==> config.mk <==
export PLATFORM = sky130hd
export DESIGN_NAME = bignum_short_division_unit
export DESIGN_NICKNAME = d
export VERILOG_FILES = /design/src/hw/rtl/bsd_pkg.sv /design/src/hw/rtl/bignum_short_division_unit.sv /design/src/hw/rtl/bsd_div_step.sv /design/src/hw/rtl/bsd_divider.sv
export VERILOG_INCLUDE_DIRS = /design/src /design/src/hw/rtl
export SDC_FILE = /design/constraint.sdc
export NUM_CORES = 1
export LEC_CHECK = 0
export BUFFER_PORTS_ARGS = -buffer_cell sky130_fd_sc_hd__buf_2
export CAP_MARGIN = 20
export CORE_MARGIN = 4
export CORE_UTILIZATION = 36
export DETAILED_ROUTE_END_ITERATION = 16
export PLACE_DENSITY = 0.55
export REMOVE_ABC_BUFFERS = 1
export SKIP_LAST_GASP = 1
export SLEW_MARGIN = 5
export SYNTH_ARGS = -nofsm -noshare
export SYNTH_HDL_FRONTEND = slang
export SYNTH_SLANG_ARGS = --single-unit
export TNS_END_PERCENT = 50
==> constraint.sdc <==
create_clock -name clk -period 3.6 [get_ports clk]
set_clock_uncertainty 0.05 [all_clocks]
set_input_delay 0.18 -clock clk [delete_from_list [all_inputs] [get_ports clk]]
set_output_delay 0.18 -clock clk [all_outputs]
set_load 0.05 [all_outputs]
==> src/hw/rtl/bignum_short_division_unit_assert.svh <==
// Assertion macros for the short division unit.
`ifndef BIGNUM_SHORT_DIVISION_UNIT_ASSERT_SVH
`define BIGNUM_SHORT_DIVISION_UNIT_ASSERT_SVH
`ifndef SYNTHESIS
// Property checked outside reset.
`define BSDU_ASSERT(lbl, clk, rst, prop) \
  lbl: assert property (@(posedge clk) disable iff (rst) prop) \
    else $error("bsdu assertion failed");
// Property checked on every edge, reset included.
`define BSDU_ASSERT_ALWAYS(lbl, clk, prop) \
  lbl: assert property (@(posedge clk) prop) \
    else $error("bsdu assertion failed");
`else
`define BSDU_ASSERT(lbl, clk, rst, prop)
`define BSDU_ASSERT_ALWAYS(lbl, clk, prop)
`endif
`endif

==> src/hw/rtl/bsd_pkg.sv <==
// Shared types and constants of the short division unit.
`default_nettype none
package bsd_pkg;

  // Width of divisor, remainder and the digit ports.
  localparam int unsigned WORD_BITS = 32;

  // Top-level sequencer states.
  typedef enum logic [1:0] {
    ST_IDLE,
    ST_RUN,
    ST_DONE
  } state_t;

  // Status of the iterative divider.
  typedef struct packed {
    logic busy;
    logic done;
  } div_stat_t;

endpackage
`default_nettype wire

==> src/hw/rtl/bignum_short_division_unit.sv <==
// Top level of the multi-word by single-word short division unit.
// Usage:
//   Dividend digits arrive on the input channel (in_valid/in_ready),
//   most significant first; last_digit marks the final digit of a number.
//   Each digit yields one transaction on the output channel
//   (out_valid/out_ready): quotient digit, remainder so far, is_last and
//   divide_error. The remainder carries to the next digit and clears after
//   a last digit. The divisor is written on the cfg channel; a write clears
//   the carried remainder and is taken only while the unit is idle, with
//   no result pending and no digit offered.
// Sequencing:
//   After acceptance a digit is divided one quotient bit per cycle through
//   the shared compare/subtract step; the done pulse then moves the
//   sequencer to ST_DONE, and the result is loaded into the output register
//   once it is free. A zero divisor goes straight to ST_DONE. One digit is
//   in work at a time and in_ready is high only when idle, so a new digit is
//   not taken before the last one's result is loaded. Reset sets divisor to 1,
//   clears the remainder and drops out_valid; nothing is taken while rst is high.
// A stalled receiver holds the result in the output register; the next
// digit may be accepted and divided meanwhile, and waits for the register.
`default_nettype none
`include "bignum_short_division_unit_assert.svh"
module bignum_short_division_unit #(
  parameter int unsigned DIGIT_BITS = 32
) (
  input  wire logic                          clk,
  input  wire logic                          rst,
  input  wire logic                          cfg_valid,
  output logic                               cfg_ready,
  input  wire logic [bsd_pkg::WORD_BITS-1:0] divisor_value,
  input  wire logic                          in_valid,
  output logic                               in_ready,
  input  wire logic [bsd_pkg::WORD_BITS-1:0] digit_in,
  input  wire logic                          last_digit,
  output logic                               out_valid,
  input  wire logic                          out_ready,
  output logic [bsd_pkg::WORD_BITS-1:0]      quotient_digit,
  output logic [bsd_pkg::WORD_BITS-1:0]      partial_remainder,
  output logic                               is_last,
  output logic                               divide_error
);

  bsd_pkg::state_t state, state_next;

  logic [bsd_pkg::WORD_BITS-1:0] divisor;
  logic [bsd_pkg::WORD_BITS-1:0] run_rem;
  logic                          last_q;
  logic                          err_q;

  logic                          in_fire;
  logic                          cfg_fire;
  logic                          out_free;
  logic                          start;
  logic                          load_out;
  logic [DIGIT_BITS-1:0]         quot;
  logic [bsd_pkg::WORD_BITS-1:0] rem_out;
  bsd_pkg::div_stat_t            stat;

  logic                          err_fields_zero;
  logic                          carry_ok;

  assign in_fire  = in_valid && in_ready;
  assign cfg_fire = cfg_valid && cfg_ready;
  assign out_free = !out_valid || out_ready;

  bsd_divider #(
    .DIGIT_BITS (DIGIT_BITS)
  ) u_divider (
    .clk     (clk),
    .rst     (rst),
    .start   (start),
    .rem_in  (run_rem),
    .digit   (digit_in[DIGIT_BITS-1:0]),
    .divisor (divisor),
    .quot    (quot),
    .rem_out (rem_out),
    .stat    (stat)
  );

  // State register.
  always_ff @(posedge clk) begin
    if (rst) begin
      state <= bsd_pkg::ST_IDLE;
    end else begin
      state <= state_next;
    end
  end

  // Next state and sequencer outputs.
  always_comb begin
    state_next = state;
    in_ready   = 1'b0;
    cfg_ready  = 1'b0;
    start      = 1'b0;
    load_out   = 1'b0;
    unique case (state)
      bsd_pkg::ST_IDLE: begin
        // Nothing is taken in reset; a divisor write yields to an offered digit.
        in_ready  = !rst;
        cfg_ready = !rst && !out_valid && !in_valid;
        if (in_valid && !rst) begin
          if (divisor == '0) begin
            state_next = bsd_pkg::ST_DONE;
          end else begin
            start      = 1'b1;
            state_next = bsd_pkg::ST_RUN;
          end
        end
      end
      bsd_pkg::ST_RUN: begin
        if (stat.done) begin
          state_next = bsd_pkg::ST_DONE;
        end
      end
      bsd_pkg::ST_DONE: begin
        if (out_free) begin
          load_out   = 1'b1;
          state_next = bsd_pkg::ST_IDLE;
        end
      end
      default: begin
        state_next = bsd_pkg::ST_IDLE;
      end
    endcase
  end

  // Divisor and carried remainder.
  always_ff @(posedge clk) begin
    if (rst) begin
      divisor <= bsd_pkg::WORD_BITS'(1);
      run_rem <= '0;
    end else if (cfg_fire) begin
      divisor <= divisor_value;
      run_rem <= '0;
    end else if (load_out) begin
      run_rem <= (err_q || last_q) ? '0 : rem_out;
    end
  end

  // Per-digit flags captured at acceptance.
  always_ff @(posedge clk) begin
    if (in_fire) begin
      last_q <= last_digit;
      err_q  <= (divisor == '0);
    end
  end

  // Output register.
  always_ff @(posedge clk) begin
    if (rst) begin
      out_valid <= 1'b0;
    end else if (load_out) begin
      out_valid <= 1'b1;
    end else if (out_ready) begin
      out_valid <= 1'b0;
    end
  end

  always_ff @(posedge clk) begin
    if (load_out) begin
      quotient_digit    <= err_q ? '0 : bsd_pkg::WORD_BITS'(quot);
      partial_remainder <= err_q ? '0 : rem_out;
      is_last           <= err_q ? 1'b0 : last_q;
      divide_error      <= err_q;
    end
  end

  // Checks.
  assign err_fields_zero = (quotient_digit == '0) && (partial_remainder == '0) && !is_last;
  assign carry_ok        = (run_rem == '0) || (run_rem < divisor);

  `BSDU_ASSERT(a_accept_leaves_idle, clk, rst, in_fire |=> (state != bsd_pkg::ST_IDLE))
  `BSDU_ASSERT(a_done_only_in_run, clk, rst, stat.done |-> (state == bsd_pkg::ST_RUN))
  `BSDU_ASSERT(a_err_zero_fields, clk, rst, (out_valid && divide_error) |-> err_fields_zero)
  `BSDU_ASSERT(a_rem_below_div, clk, rst, out_valid && !divide_error |-> partial_remainder < divisor)
  `BSDU_ASSERT(a_carry_below_div, clk, rst, (state == bsd_pkg::ST_IDLE) |-> carry_ok)

endmodule
`default_nettype wire

==> src/hw/rtl/bsd_div_step.sv <==
// One restoring-division step: trial subtract and compare.
`default_nettype none
module bsd_div_step (
  input  wire logic [bsd_pkg::WORD_BITS:0]   partial,
  input  wire logic [bsd_pkg::WORD_BITS-1:0] divisor,
  output logic                               ge,
  output logic [bsd_pkg::WORD_BITS-1:0]      diff
);

  logic [bsd_pkg::WORD_BITS:0] trial;

  // Borrow-free subtract means partial >= divisor.
  always_comb begin
    trial = partial - {1'b0, divisor};
    ge    = (partial >= {1'b0, divisor});
    diff  = trial[bsd_pkg::WORD_BITS-1:0];
  end

endmodule
`default_nettype wire

==> src/hw/rtl/bsd_divider.sv <==
// Iterative restoring divider: one quotient bit per cycle.
`default_nettype none
module bsd_divider #(
  parameter int unsigned DIGIT_BITS = 32
) (
  input  wire logic                               clk,
  input  wire logic                               rst,
  input  wire logic                               start,
  input  wire logic [bsd_pkg::WORD_BITS-1:0]      rem_in,
  input  wire logic [DIGIT_BITS-1:0]              digit,
  input  wire logic [bsd_pkg::WORD_BITS-1:0]      divisor,
  output logic [DIGIT_BITS-1:0]                   quot,
  output logic [bsd_pkg::WORD_BITS-1:0]           rem_out,
  output bsd_pkg::div_stat_t                      stat
);

  localparam int unsigned CNT_W = $clog2(DIGIT_BITS + 1);

  logic [bsd_pkg::WORD_BITS-1:0] rem;
  logic [DIGIT_BITS-1:0]         shreg;
  logic [CNT_W-1:0]              cnt;
  logic                          busy;
  logic                          done;

  logic [bsd_pkg::WORD_BITS:0]   partial;
  logic                          ge;
  logic [bsd_pkg::WORD_BITS-1:0] diff;

  // Next dividend bit joins the remainder.
  assign partial = {rem, shreg[DIGIT_BITS-1]};

  bsd_div_step u_step (
    .partial (partial),
    .divisor (divisor),
    .ge      (ge),
    .diff    (diff)
  );

  // Control: bit counter and done pulse.
  always_ff @(posedge clk) begin
    if (rst) begin
      busy <= 1'b0;
      done <= 1'b0;
      cnt  <= '0;
    end else begin
      done <= 1'b0;
      if (start) begin
        busy <= 1'b1;
        cnt  <= CNT_W'(DIGIT_BITS);
      end else if (busy) begin
        cnt <= cnt - 1'b1;
        if (cnt == CNT_W'(1)) begin
          busy <= 1'b0;
          done <= 1'b1;
        end
      end
    end
  end

  // Datapath: dividend bits shift out, quotient bits shift in.
  always_ff @(posedge clk) begin
    if (start) begin
      rem   <= rem_in;
      shreg <= digit;
    end else if (busy) begin
      rem   <= ge ? diff : partial[bsd_pkg::WORD_BITS-1:0];
      shreg <= (shreg << 1) | DIGIT_BITS'(ge);
    end
  end

  assign quot      = shreg;
  assign rem_out   = rem;
  assign stat.busy = busy;
  assign stat.done = done;

endmodule
`default_nettype wire
# Word-level counts from Yosys, hierarchy flattened
# Index checks and enable logic that the tools add are counted.
dict set report totals {
  register_bits 207
  latchBits 0
  ram_bits 0
  rom_bits 0
  in_bits 70
  out_inout_bits 69
  wordCells 71
  mem_count 0
}
dict set report classes {
  n_addsub 2
  multipliers 0
  n_div 0
  magnitude_cmp 1
  n_eq_ne 6
  shifts 0
  mux 26
  n_bitwise 2
  n_reduce_logical 18
}
# operator count
set op_table {}
lappend op_table {{2-to-1 mux 32 bit} 6}
lappend op_table {{>= comparator 33 x 32 -> 1 bit} 1}
lappend op_table {{logical NOT 32 bit} 1}
lappend op_table {{OR 32 x 1 -> 32 bit} 1}
lappend op_table {{subtractor 32 bit} 1}
lappend op_table {{2-to-1 mux 1 bit} 13}
lappend op_table {{2-to-1 mux 6 bit} 2}
lappend op_table {{2-to-1 mux 2 bit} 4}
lappend op_table {{== test 6 x 1 -> 1 bit (second input constant)} 1}
lappend op_table {{case mux 2 bit (3 select lines)} 1}
lappend op_table {{subtractor 6 x 1 -> 6 bit (second input constant)} 1}
lappend op_table {{logical AND 1 bit} 5}
lappend op_table {{!= test 2 bit (second input constant)} 2}
lappend op_table {{nonzero test 2 bit} 2}
lappend op_table {{OR reduction 2 bit} 2}
lappend op_table {{logical NOT 1 bit} 3}
lappend op_table {{AND reduction 3 bit} 1}
lappend op_table {{OR reduction 3 bit} 1}
lappend op_table {{== test 2 x 1 -> 1 bit (second input constant)} 1}
lappend op_table {{== test 2 bit (second input constant)} 1}
lappend op_table {{logical NOT 2 bit} 1}
lappend op_table {{logical OR 1 bit} 2}
lappend op_table {{!= test 2 x 1 -> 1 bit (second input constant)} 1}
lappend op_table {{NOT 1 bit} 1}

# Depth between registers and ports, before layout
# Gate-level depths: netlist (run 1).
dict set report logic_depth {
  word_depth 6
  depth_mapped 13
  mapped_depth_nobuf 12
}

# Hierarchy
# From an unflattened synthesis (run 1), not the netlist that was laid out.
dict set report hier_totals {
  hier_cells 998
  hier_area_um2 10318.6
}
# module instances cells_each area_each_um2 seq_area_each_um2
set modules_own_cells {}
lappend modules_own_cells {bignum_short_division_unit 1 457 5078.6 3383.2}
lappend modules_own_cells {bsd_divider 1 248 3343.2 2082.0}
lappend modules_own_cells {bsd_div_step 1 293 1896.8 0.0}

# Worst setup path before layout (run 1)
# OpenSTA, ideal clock, no wires.
dict set report synth_timing {
  path_kind {register -> register}
  from {reg state[1]}
  to {reg u_divider.shreg[0] (netlist: u_divider.quot[0]), enable pin}
  setup_ps 433
  arrival_ps 3662
  required_time_ps 3117
  path_slack_ps -544
  stages_incl_launch_ff 6
  path_buffers 1
  synth_period_minus_slack_ps 4144
  cell_sequence {dfxtp_1 nor3_1 and2_1 o21ai_1 clkbuf_1 nand2b_1}
}
dict set report synth_via {
  elab_chain_cells 3
}
# item line
set synth_rtl {}
lappend synth_rtl {{start, declared} bignum_short_division_unit.sv:43} ;# bsd_pkg::state_t state, state_next;
lappend synth_rtl {{start signal, assigned} bignum_short_division_unit.sv:83} ;# state <= bsd_pkg::ST_IDLE;
lappend synth_rtl {{start signal, assigned} bignum_short_division_unit.sv:85} ;# state <= state_next;
lappend synth_rtl {{logical NOT 2 bit} bignum_short_division_unit.sv:96} ;# unique case (state)
lappend synth_rtl {{2-to-1 mux 1 bit} bignum_short_division_unit.sv:96}
lappend synth_rtl {{nonzero test 2 bit (no line)} n/a}
lappend synth_rtl {{end signal, assigned} bsd_divider.sv:64} ;# shreg <= digit;
lappend synth_rtl {{end signal, assigned} bsd_divider.sv:67} ;# shreg <= (shreg << 1) | DIGIT_BITS'(ge);
lappend synth_rtl {{end, declared} bsd_divider.sv:20} ;# logic [DIGIT_BITS-1:0] shreg;
# No other way between the ends.
# A chain may end at the register's enable or synchronous reset.

# Worst setup path after layout (run 1)
dict set report layout_timing {
  from {reg u_divider.rem (netlist bit u_divider.rem_out[6])}
  to {reg u_divider.rem (netlist bit u_divider.rem_out[31]), data pin}
}
dict set report layout_via {
  elab_chain_cells 4
  word_cells_on_any_way 5
  cone_classes {add/sub (1); order compare (1); mux (3)}
}
# item line
set layout_rtl {}
lappend layout_rtl {{start, declared} bsd_divider.sv:19} ;# logic [bsd_pkg::WORD_BITS-1:0] rem;
lappend layout_rtl {{start signal, assigned} bsd_divider.sv:63} ;# rem <= rem_in;
lappend layout_rtl {{start signal, assigned} bsd_divider.sv:66} ;# rem <= ge ? diff : partial[bsd_pkg::WORD_BITS-1:0];
lappend layout_rtl {{subtractor 32 bit / >= comparator 33 x 32 -> 1 bit (equally long branches)} {bsd_div_step.sv:14, bsd_div_step.sv:15}}
lappend layout_rtl {{2-to-1 mux 32 bit *} bsd_divider.sv:66}
lappend layout_rtl {{2-to-1 mux 32 bit *} bsd_divider.sv:65} ;# end else if (busy) begin
lappend layout_rtl {{2-to-1 mux 32 bit *} bsd_divider.sv:62} ;# if (start) begin
# Every way passes the cells marked *; elsewhere a longest branch is shown, timed or not. The select of a mux whose other input is x is not followed.

==> reports/metrics.csv, run 1 <==
metric,value,unit
WP buf/inv,2,
worst r2r dst,u_divider.rem_out[31],
CTS sink count,207,
Synth Warn #,0,
min Tclk post-route,3.32,ns
Post-Route WL,25700,um
nets,1295,
die area,0.0307,mm2
count of input and output buffers,138,
initial antenna violation count,0,
Total Routing Usage GR,16.5,%
iteration count of the initial detailed-routing pass,5,
"Critical Path, Cell by Cell",ha_1 -> nand3_1 -> or4b_1 -> a31o_1 -> a21oi_2 -> o31ai_2 -> buf_4 -> o31a_1 -> buf_12 -> a311o_1,
r2r worst-path depth,10,
Fill cells,2606,
final worst slack,0.278,ns
register bit total from synthesis,207,
Site Rows,60,
ys flop type,edfxtp_1,
DP HPWL,17200,um
total power,7.78,mW
Starting Density,37.0,%
most frequent cells in the layout,"nand2_1 (174), buf_2 (138), edfxtp_1 (132)",
Util after Layout,46.6,%
critical path capture point type,flip-flop,
Critical Setup Path Class,flip-flop to flip-flop,
sequential area share after synthesis,54.4,%
Initial DRC Count,566,
FF-to-FF setup slack,0.28,ns
Worst Hold Launch,in_valid,
RSZ-0062 raised after global routing,false,
CTS tree,yes,
syn avg cell area,10.1,um2
Residual DRC,0,
stages on the worst setup path,10,
"IR drop worst, VDD",0.280,mV
Hold WS,0.0651,ns
Chip Height,175,um
Slowest cell on crit path,or4b_1,
max-cap viol count,0,
Vias/cell,4.95,
area growth from synthesis to layout,26.1,%
"Distinct cells, synth",57,
Tcrit/Tclk final,92.3,%
Die X,175,um
GPL Wtd Cong,0.914,
Worst Hold Depth,4,
Pwr Density,613,mW/mm2
Leak,4.72,nW
Worst R2R Start,u_divider.rem_out[6],
"CTS clk-pin slew, worst paths",0.06,ns
pre-CTS setup slack,0.283,ns
DR WL/cell,16.3,um
vias in the first global route,7772,
Mapped Cells,997,
Startpoint Class,flip-flop,
number of synthesized flops with an enable pin,132,
largest net degree at the start of global routing,70,
I/O pin total,139,
CTS Buf Count,24,
H-tree level count,1,
max_slew headroom,38.3,%
ANT nets after route,0,
CP arrival,3.54,ns
grt total ovfl,0,
final hold viol count,0,
Min-Delay Endpoint,state[1],
layout cell share with drive strength beyond 1,19.9,%
CP max stage delay,0.53,ns
Antenna diodes,0,
status,"finished, final reports clean",
first-pass GRT wire length,41600,um
Hold Path Class,input port to flip-flop,
root buf cell,clkbuf_16,
cell family with most CP delay,compound AO/OA/AOI/OAI gates,
critical path peak fanout,35,
TNS Setup,0,ns
ys async rst share,0,%
core area,0.0272,mm2
"commonest non-fill, non-tap cell in the layout",nand2_1,
clock buffer depth,3,
slew of the pin with the lowest slew margin,0.923,ns
Final setup viols,0,
Vias,7817,
Mapped Area,0.0100,mm2
required time at the worst-slack endpoint,3.82,ns
FMAX,0.301,GHz
max-slew violation count,0,
worst-skew pair later-pin latency,0.52,ns
## sequential cells by signal, summed over array words and instances (netlist names)
name / count
divisor: 32
partial_remainder: 32
quotient_digit: 32
run_rem: 32
u_divider.quot: 32
u_divider.rem_out: 32
u_divider.cnt: 6
state: 2
divide_error: 1
err_q: 1
is_last: 1
last_q: 1
out_valid: 1
u_divider.busy: 1
u_divider.done: 1
## cell families after synthesis
logic type / share of synthesized area (%)
and+or+nand+nor: 18.1
buffers and inverters: 4.02
DFF: 54.4
xor gates and xnor gates: 2.88
AOI/OAI and AO/OA: 12.5
muxes: 3.67
adders and majority gates: 4.43
## cells in the mapped netlist (4+ instances only)
cell type / number / area share, %
dfxtp_1: 75 / 15
nor4_1: 10 / 0.62
a31oi_1: 28 / 1.7
buf_1: 6 / 0.22
a21oi_1: 96 / 4.8
o21ai_0: 11 / 0.55
a211oi_1: 4 / 0.30
mux2_2: 31 / 3.5
nand4_1: 8 / 0.50
edfxtp_1: 132 / 39
inv_1: 44 / 1.6
xor2_1: 13 / 1.1
clkbuf_1: 43 / 1.6
ha_1: 34 / 4.2
nor3_1: 11 / 0.55
nand3_1: 43 / 2.1
a21o_1: 18 / 1.3
nand2b_1: 9 / 0.56
nand2_1: 174 / 6.5
nor2_1: 52 / 1.9
xnor2_1: 20 / 1.7
buf_6: 4 / 0.45
nor2b_1: 66 / 4.1
o21a_1: 11 / 0.82
## metrics by stage
step | instances | cell area, um2
final | 1579 | 12700
after global routing | 1579 | 12700
after CTS | 1579 | 12700
after detailed placement | 1470 | 11200
after global placement | 1470 | 11200
after floorplan | 942 | 9810
## layer usage
metal,part of all wire (%),track usage (%)
met5,0,0
met4,2.1,4.09
met3,4.6,2.55
met2,45,26.1
met1,49,23.8
## what timing repair did
item | 4_1_cts | 5_1_grt
setup buffers | 0 | 0
resized for setup | 0 | 0
hold buffers | 66 | 0
endpoints found under the hold margin | 66 | 0
## tightest hold or removal path, stage by stage
cell and delay [ns]:
buf_2 0.11, mux2i_1 0.12, o22a_1 0.15, nor3_1 0.04
## how the worst max path moves through the flow
stage                            end            startpoint  slack (ns)
2_1_floorplan      u_divider.quot[0]           divisor[24]       -4.41
3_3_place_gp   u_divider.rem_out[31]  u_divider.rem_out[6]        0.33
3_5_place_dp   u_divider.rem_out[31]  u_divider.rem_out[6]        0.28
4_1_cts        u_divider.rem_out[31]  u_divider.rem_out[6]        0.27
5_1_grt        u_divider.rem_out[31]  u_divider.rem_out[6]        0.09
6_report       u_divider.rem_out[31]  u_divider.rem_out[6]        0.28
## cell type report
class,count,area (um2),area share [%]
Clock buffer,27,622,4.91
Clock inverter,16,216,1.71
Inverter,44,168,1.32
Multi-Input combinational cell,691,4200,33.1
Sequential cell,207,5470,43.1
Tap cell,372,465,3.67
Timing Repair Buffer,222,1540,12.1
## power by group
group	total [mW]	leakage [nW]	internal, mW	switching [mW]
combinational	2.16	2.47	0.934	1.23
sequential	3.02	1.84	2.85	0.174
clock	2.59	0.405	1.60	0.993
total	7.78	4.72	5.38	2.40
Power figures use the tool's default switching activity.
==> run 2: changes to the inputs <==
--- a/config.mk
+++ b/config.mk
@@ -8,6 +8,7 @@
 export LEC_CHECK = 0
 export BUFFER_PORTS_ARGS = -buffer_cell sky130_fd_sc_hd__buf_2
 export CAP_MARGIN = 20
+export CORE_ASPECT_RATIO = 0.9
 export CORE_MARGIN = 4
 export CORE_UTILIZATION = 36
 export DETAILED_ROUTE_END_ITERATION = 16
==> run 2 against run 1 <==
  * Final area fell by 0.39%
  * Die area barely moved
  * Largest cell class unchanged
  * Register-to-register slack got worse by 0.16 ns
  * Routed wire length rose by 3.0%
==> reports/metrics.csv, run 2 (same netlist as run 1, synthesis figures left out) <==
metric,value,unit
Hold Path Class,input port to flip-flop,
worst r2r dst,u_divider.rem_out[31],
Placed Area,0.0112,mm2
CP max stage delay,0.53,ns
Critical Setup Path Class,flip-flop to flip-flop,
layout cell share with drive strength beyond 1,20.5,%
sw frac,31.6,%
"commonest non-fill, non-tap cell in the layout",nand2_1,
switching pwr,2.39,mW
max-slew violation count,0,
CP arrival,3.70,ns
Post-Route WL,26500,um
clock buffer depth,3,
CTS tree,yes,
Pwr Density,597,mW/mm2
pre-CTS setup slack,0.0663,ns
CTS sink count,207,
grt total ovfl,0,
Site Rows,57,
Clock power frac,30.5,%
Die X,184,um
min Tclk post-route,3.49,ns
Leak,4.73,nW
area growth from synthesis to layout,25.6,%
count of input and output buffers,138,
I/O pin total,139,
die area,0.0307,mm2
initial antenna violation count,0,
RSZ-0062 raised after global routing,true,
total power,7.54,mW
"IR drop worst, VDD",0.359,mV
TNS Setup,0,ns
DR WL/cell,16.9,um
slew of the pin with the lowest slew margin,0.983,ns
most frequent CP cell,buf_4,
Worst Hold Launch,in_valid,
Final setup viols,0,
ANT nets after route,0,
nets,1303,
critical path peak fanout,8,
first-pass GRT wire length,42700,um
largest net degree at the start of global routing,67,
r2r worst-path depth,10,
"CTS clk-pin slew, worst paths",0.06,ns
Util after Layout,46.3,%
most frequent cells in the layout,"nand2_1 (174), buf_2 (138), edfxtp_1 (132)",
WP buf/inv,2,
final std cells w/o fill,1570,
iteration count of the initial detailed-routing pass,5,
Startpoint Class,flip-flop,
FF-to-FF setup slack,0.11,ns
"Critical Path, Cell by Cell",ha_1 -> nand3_1 -> or4b_1 -> a31o_1 -> a21oi_2 -> o31ai_2 -> buf_4 -> o31a_1 -> buf_4 -> a311o_1,
placed cells,1457,
cell family with most CP delay,compound AO/OA/AOI/OAI gates,
Total Routing Usage GR,16.9,%
Worst Hold Depth,4,
Vias,7875,
Initial DRC Count,441,
Power Internal,5.16,mW
final hold viol count,0,
part of the power in combinational logic,29.5,%
Antenna diodes,0,
Min-Delay Endpoint,state[1],
max-cap viol count,0,
critical path capture point type,flip-flop,
required time at the worst-slack endpoint,3.81,ns
status,"finished, final reports clean",
max_slew headroom,34.3,%
finished layout cell area,0.0126,mm2
vias in the first global route,7892,
Hold WS,0.0897,ns
FMAX,0.287,GHz
CTS Buf Count,24,
worst-skew pair later-pin latency,0.52,ns
root buf cell,clkbuf_16,
final worst slack,0.113,ns
Starting Density,36.9,%
Residual DRC,0,
Worst R2R Start,u_divider.rem_out[5],
GPL Wtd Cong,0.876,
H-tree level count,1,
Tcrit/Tclk final,96.8,%
Vias/cell,5.02,
core area,0.0272,mm2
Chip Height,167,um
Seq pwr share,40.0,%
DP HPWL,17400,um
Slowest cell on crit path,or4b_1,
## run 2: what timing repair did
action	CTS	global route
endpoints found under the setup margin	0	18
buffers inserted	0	3
resized for setup	0	1
endpoints found under the hold margin	66	0
hold buffers	66	0
## run 2: worst max path at each step
stage,from,to,cells past startpoint
floorplan,divisor[24],u_divider.quot[0],4
global placement,u_divider.rem_out[5],u_divider.rem_out[23],10
detailed placement,u_divider.rem_out[5],u_divider.rem_out[11],10
global route,u_divider.rem_out[5],u_divider.rem_out[31],10
CTS,u_divider.rem_out[5],u_divider.rem_out[11],10
finish,u_divider.rem_out[5],u_divider.rem_out[31],10
## run 2: worst min-delay path, cell delays in order
cell and delay (ns):
buf_2 0.12, mux2i_1 0.13, o22a_1 0.15, nor3_1 0.04
## run 2: cell type report
class / count / area, um2
clock inverter: 13 / 101
sequential: 207 / 5470
multi-input combinational: 691 / 4210
fill: 2648 / 14600
timing repair buffer: 230 / 1600
inverter: 44 / 168
tap: 354 / 443
clock buffer: 31 / 647
## run 2: metal layers
metal | up-vias | global-route usage (%) | routed length (um) | part of all wire [%]
met4 | 0 | 3.99 | 571 | 2.2
met1 | 3745 | 23.6 | 12500 | 47
met3 | 40 | 3.21 | 1420 | 5.3
li1 | 3909 | - | - | -
met2 | 181 | 27.4 | 12000 | 45
met5 | - | 0 | 0 | 0
## run 2: power groups by stage
stage          logic, mW  clock network (mW)  registers (mW)
2_1_floorplan       1.51                   0            3.08
3_3_place_gp        2.11                   0            3.06
3_5_place_dp        2.13                   0            3.06
4_1_cts             2.20                2.38            3.01
5_1_grt             2.48                2.47            3.04
6_report            2.23                2.30            3.01
==> run 3: changes to the inputs <==
--- a/config.mk
+++ b/config.mk
@@ -12,7 +12,6 @@
 export CORE_MARGIN = 4
 export CORE_UTILIZATION = 36
 export DETAILED_ROUTE_END_ITERATION = 16
-export PLACE_DENSITY = 0.55
 export REMOVE_ABC_BUFFERS = 1
 export SKIP_LAST_GASP = 1
 export SLEW_MARGIN = 5
==> run 3 against run 2 <==
  * Maximum frequency rose by 2.1%
  * First-iteration DRC count rose by 45%
  * Clock-buffer cell count fell by 1
  * Largest cell class unchanged
==> reports/metrics.csv, run 3 (same netlist as run 1, synthesis figures left out) <==
metric,value,unit
final std cells w/o fill,1569,
clock buffer depth,3,
Pwr Density,609,mW/mm2
Placed Area,0.0112,mm2
max-slew violation count,0,
CTS Buf Count,24,
Startpoint Class,flip-flop,
Slowest cell on crit path,or4b_1,
critical path peak fanout,20,
max_slew headroom,37.5,%
stages on the worst setup path,9,
Hold Path Class,input port to flip-flop,
Site Rows,57,
Final setup viols,0,
I/O pin total,139,
Vias/cell,5.06,
Vias,7938,
pre-CTS setup slack,0.0844,ns
CTS tree,yes,
critical path capture point type,flip-flop,
Die X,184,um
ANT nets after route,0,
Util after Layout,46.5,%
most frequent cells in the layout,"nand2_1 (174), buf_2 (138), edfxtp_1 (132)",
DR WL/cell,16.9,um
root buf cell,clkbuf_16,
GPL Wtd Cong,0.954,
Critical Setup Path Class,flip-flop to flip-flop,
r2r worst-path depth,9,
largest net degree at the start of global routing,67,
final hold viol count,0,
"commonest non-fill, non-tap cell in the layout",nand2_1,
grt total ovfl,0,
Tcrit/Tclk final,94.8,%
Worst Hold Depth,4,
Chip Height,167,um
nets,1302,
Hold WS,0.0896,ns
Antenna diodes,0,
layout cell share with drive strength beyond 1,20.2,%
vias in the first global route,7931,
H-tree level count,1,
"CTS clk-pin slew, worst paths",0.06,ns
first-pass GRT wire length,42600,um
required time at the worst-slack endpoint,3.82,ns
total power,7.70,mW
Total Routing Usage GR,16.9,%
final worst slack,0.187,ns
count of input and output buffers,138,
Fill cells,2585,
TNS Setup,0,ns
Starting Density,36.9,%
cell family with most CP delay,compound AO/OA/AOI/OAI gates,
CTS sink count,207,
die area,0.0307,mm2
FMAX,0.293,GHz
RSZ-0062 raised after global routing,false,
DP HPWL,17300,um
iteration count of the initial detailed-routing pass,5,
Post-Route WL,26500,um
finished layout cell area,0.0127,mm2
placed cells,1456,
area growth from synthesis to layout,25.9,%
status,"finished, final reports clean",
max-cap viol count,0,
core area,0.0272,mm2
slew of the pin with the lowest slew margin,0.935,ns
Initial DRC Count,638,
"Critical Path, Cell by Cell",ha_1 -> nand3_1 -> or4b_1 -> a31o_1 -> a21oi_2 -> o31ai_4 -> o31a_2 -> buf_4 -> a311o_1,
CP arrival,3.63,ns
worst-skew pair later-pin latency,0.52,ns
Residual DRC,0,
initial antenna violation count,0,
min Tclk post-route,3.41,ns
"IR drop worst, VDD",0.389,mV
Leak,4.74,nW
CP max stage delay,0.53,ns
WP buf/inv,1,
==> run 3: routing by layer <==
metal | track usage, % | part of all wire (%)
met3 | 3.32 | 6.1
met1 | 24.1 | 46
met5 | 0 | 0
met2 | 26.1 | 45
met4 | 5.01 | 3.0
==> run 3: power breakdown <==
group          total [mW]  switching [mW]  leakage [nW]  internal, mW
registers            3.01           0.166          1.84          2.85
clock network        2.46           0.962         0.394          1.50
logic                2.23            1.27          2.50         0.961
==> run 3: area by class of cell <==
class / count / area, um2 / share of cell area [%]
clock inverter: 14 / 139 / 1.10
multi-input combinational: 691 / 4210 / 33.3
timing repair buffer: 229 / 1580 / 12.5
clock buffer: 30 / 654 / 5.17
sequential: 207 / 5470 / 43.2
tap: 354 / 443 / 3.50
inverter: 44 / 168 / 1.32
==> run 3: worst paths after layout <==
| path | start | end | slack [ns] |
|---|---|---|---|
| setup / recovery | u_divider.rem_out[5] | u_divider.rem_out[31] | 0.19 |
| hold / removal | in_valid | state[1] | 0.09 |
| setup reg to reg | u_divider.rem_out[5] | u_divider.rem_out[31] | 0.19 |
| hold reg to reg | run_rem[21] | run_rem[21] | 0.40 |
==> run 3: what timing repair did <==
action,in CTS,in global routing
gates resized for setup,0,2
setup endpoints to repair,0,24
hold buffers,66,0
hold endpoints to repair,66,0
setup buffers,0,3
==> run 3: worst min-delay path, cell delays in order <==
cell and delay [ns]:
buf_2 0.11, mux2i_1 0.13, o22a_1 0.15, nor3_1 0.04
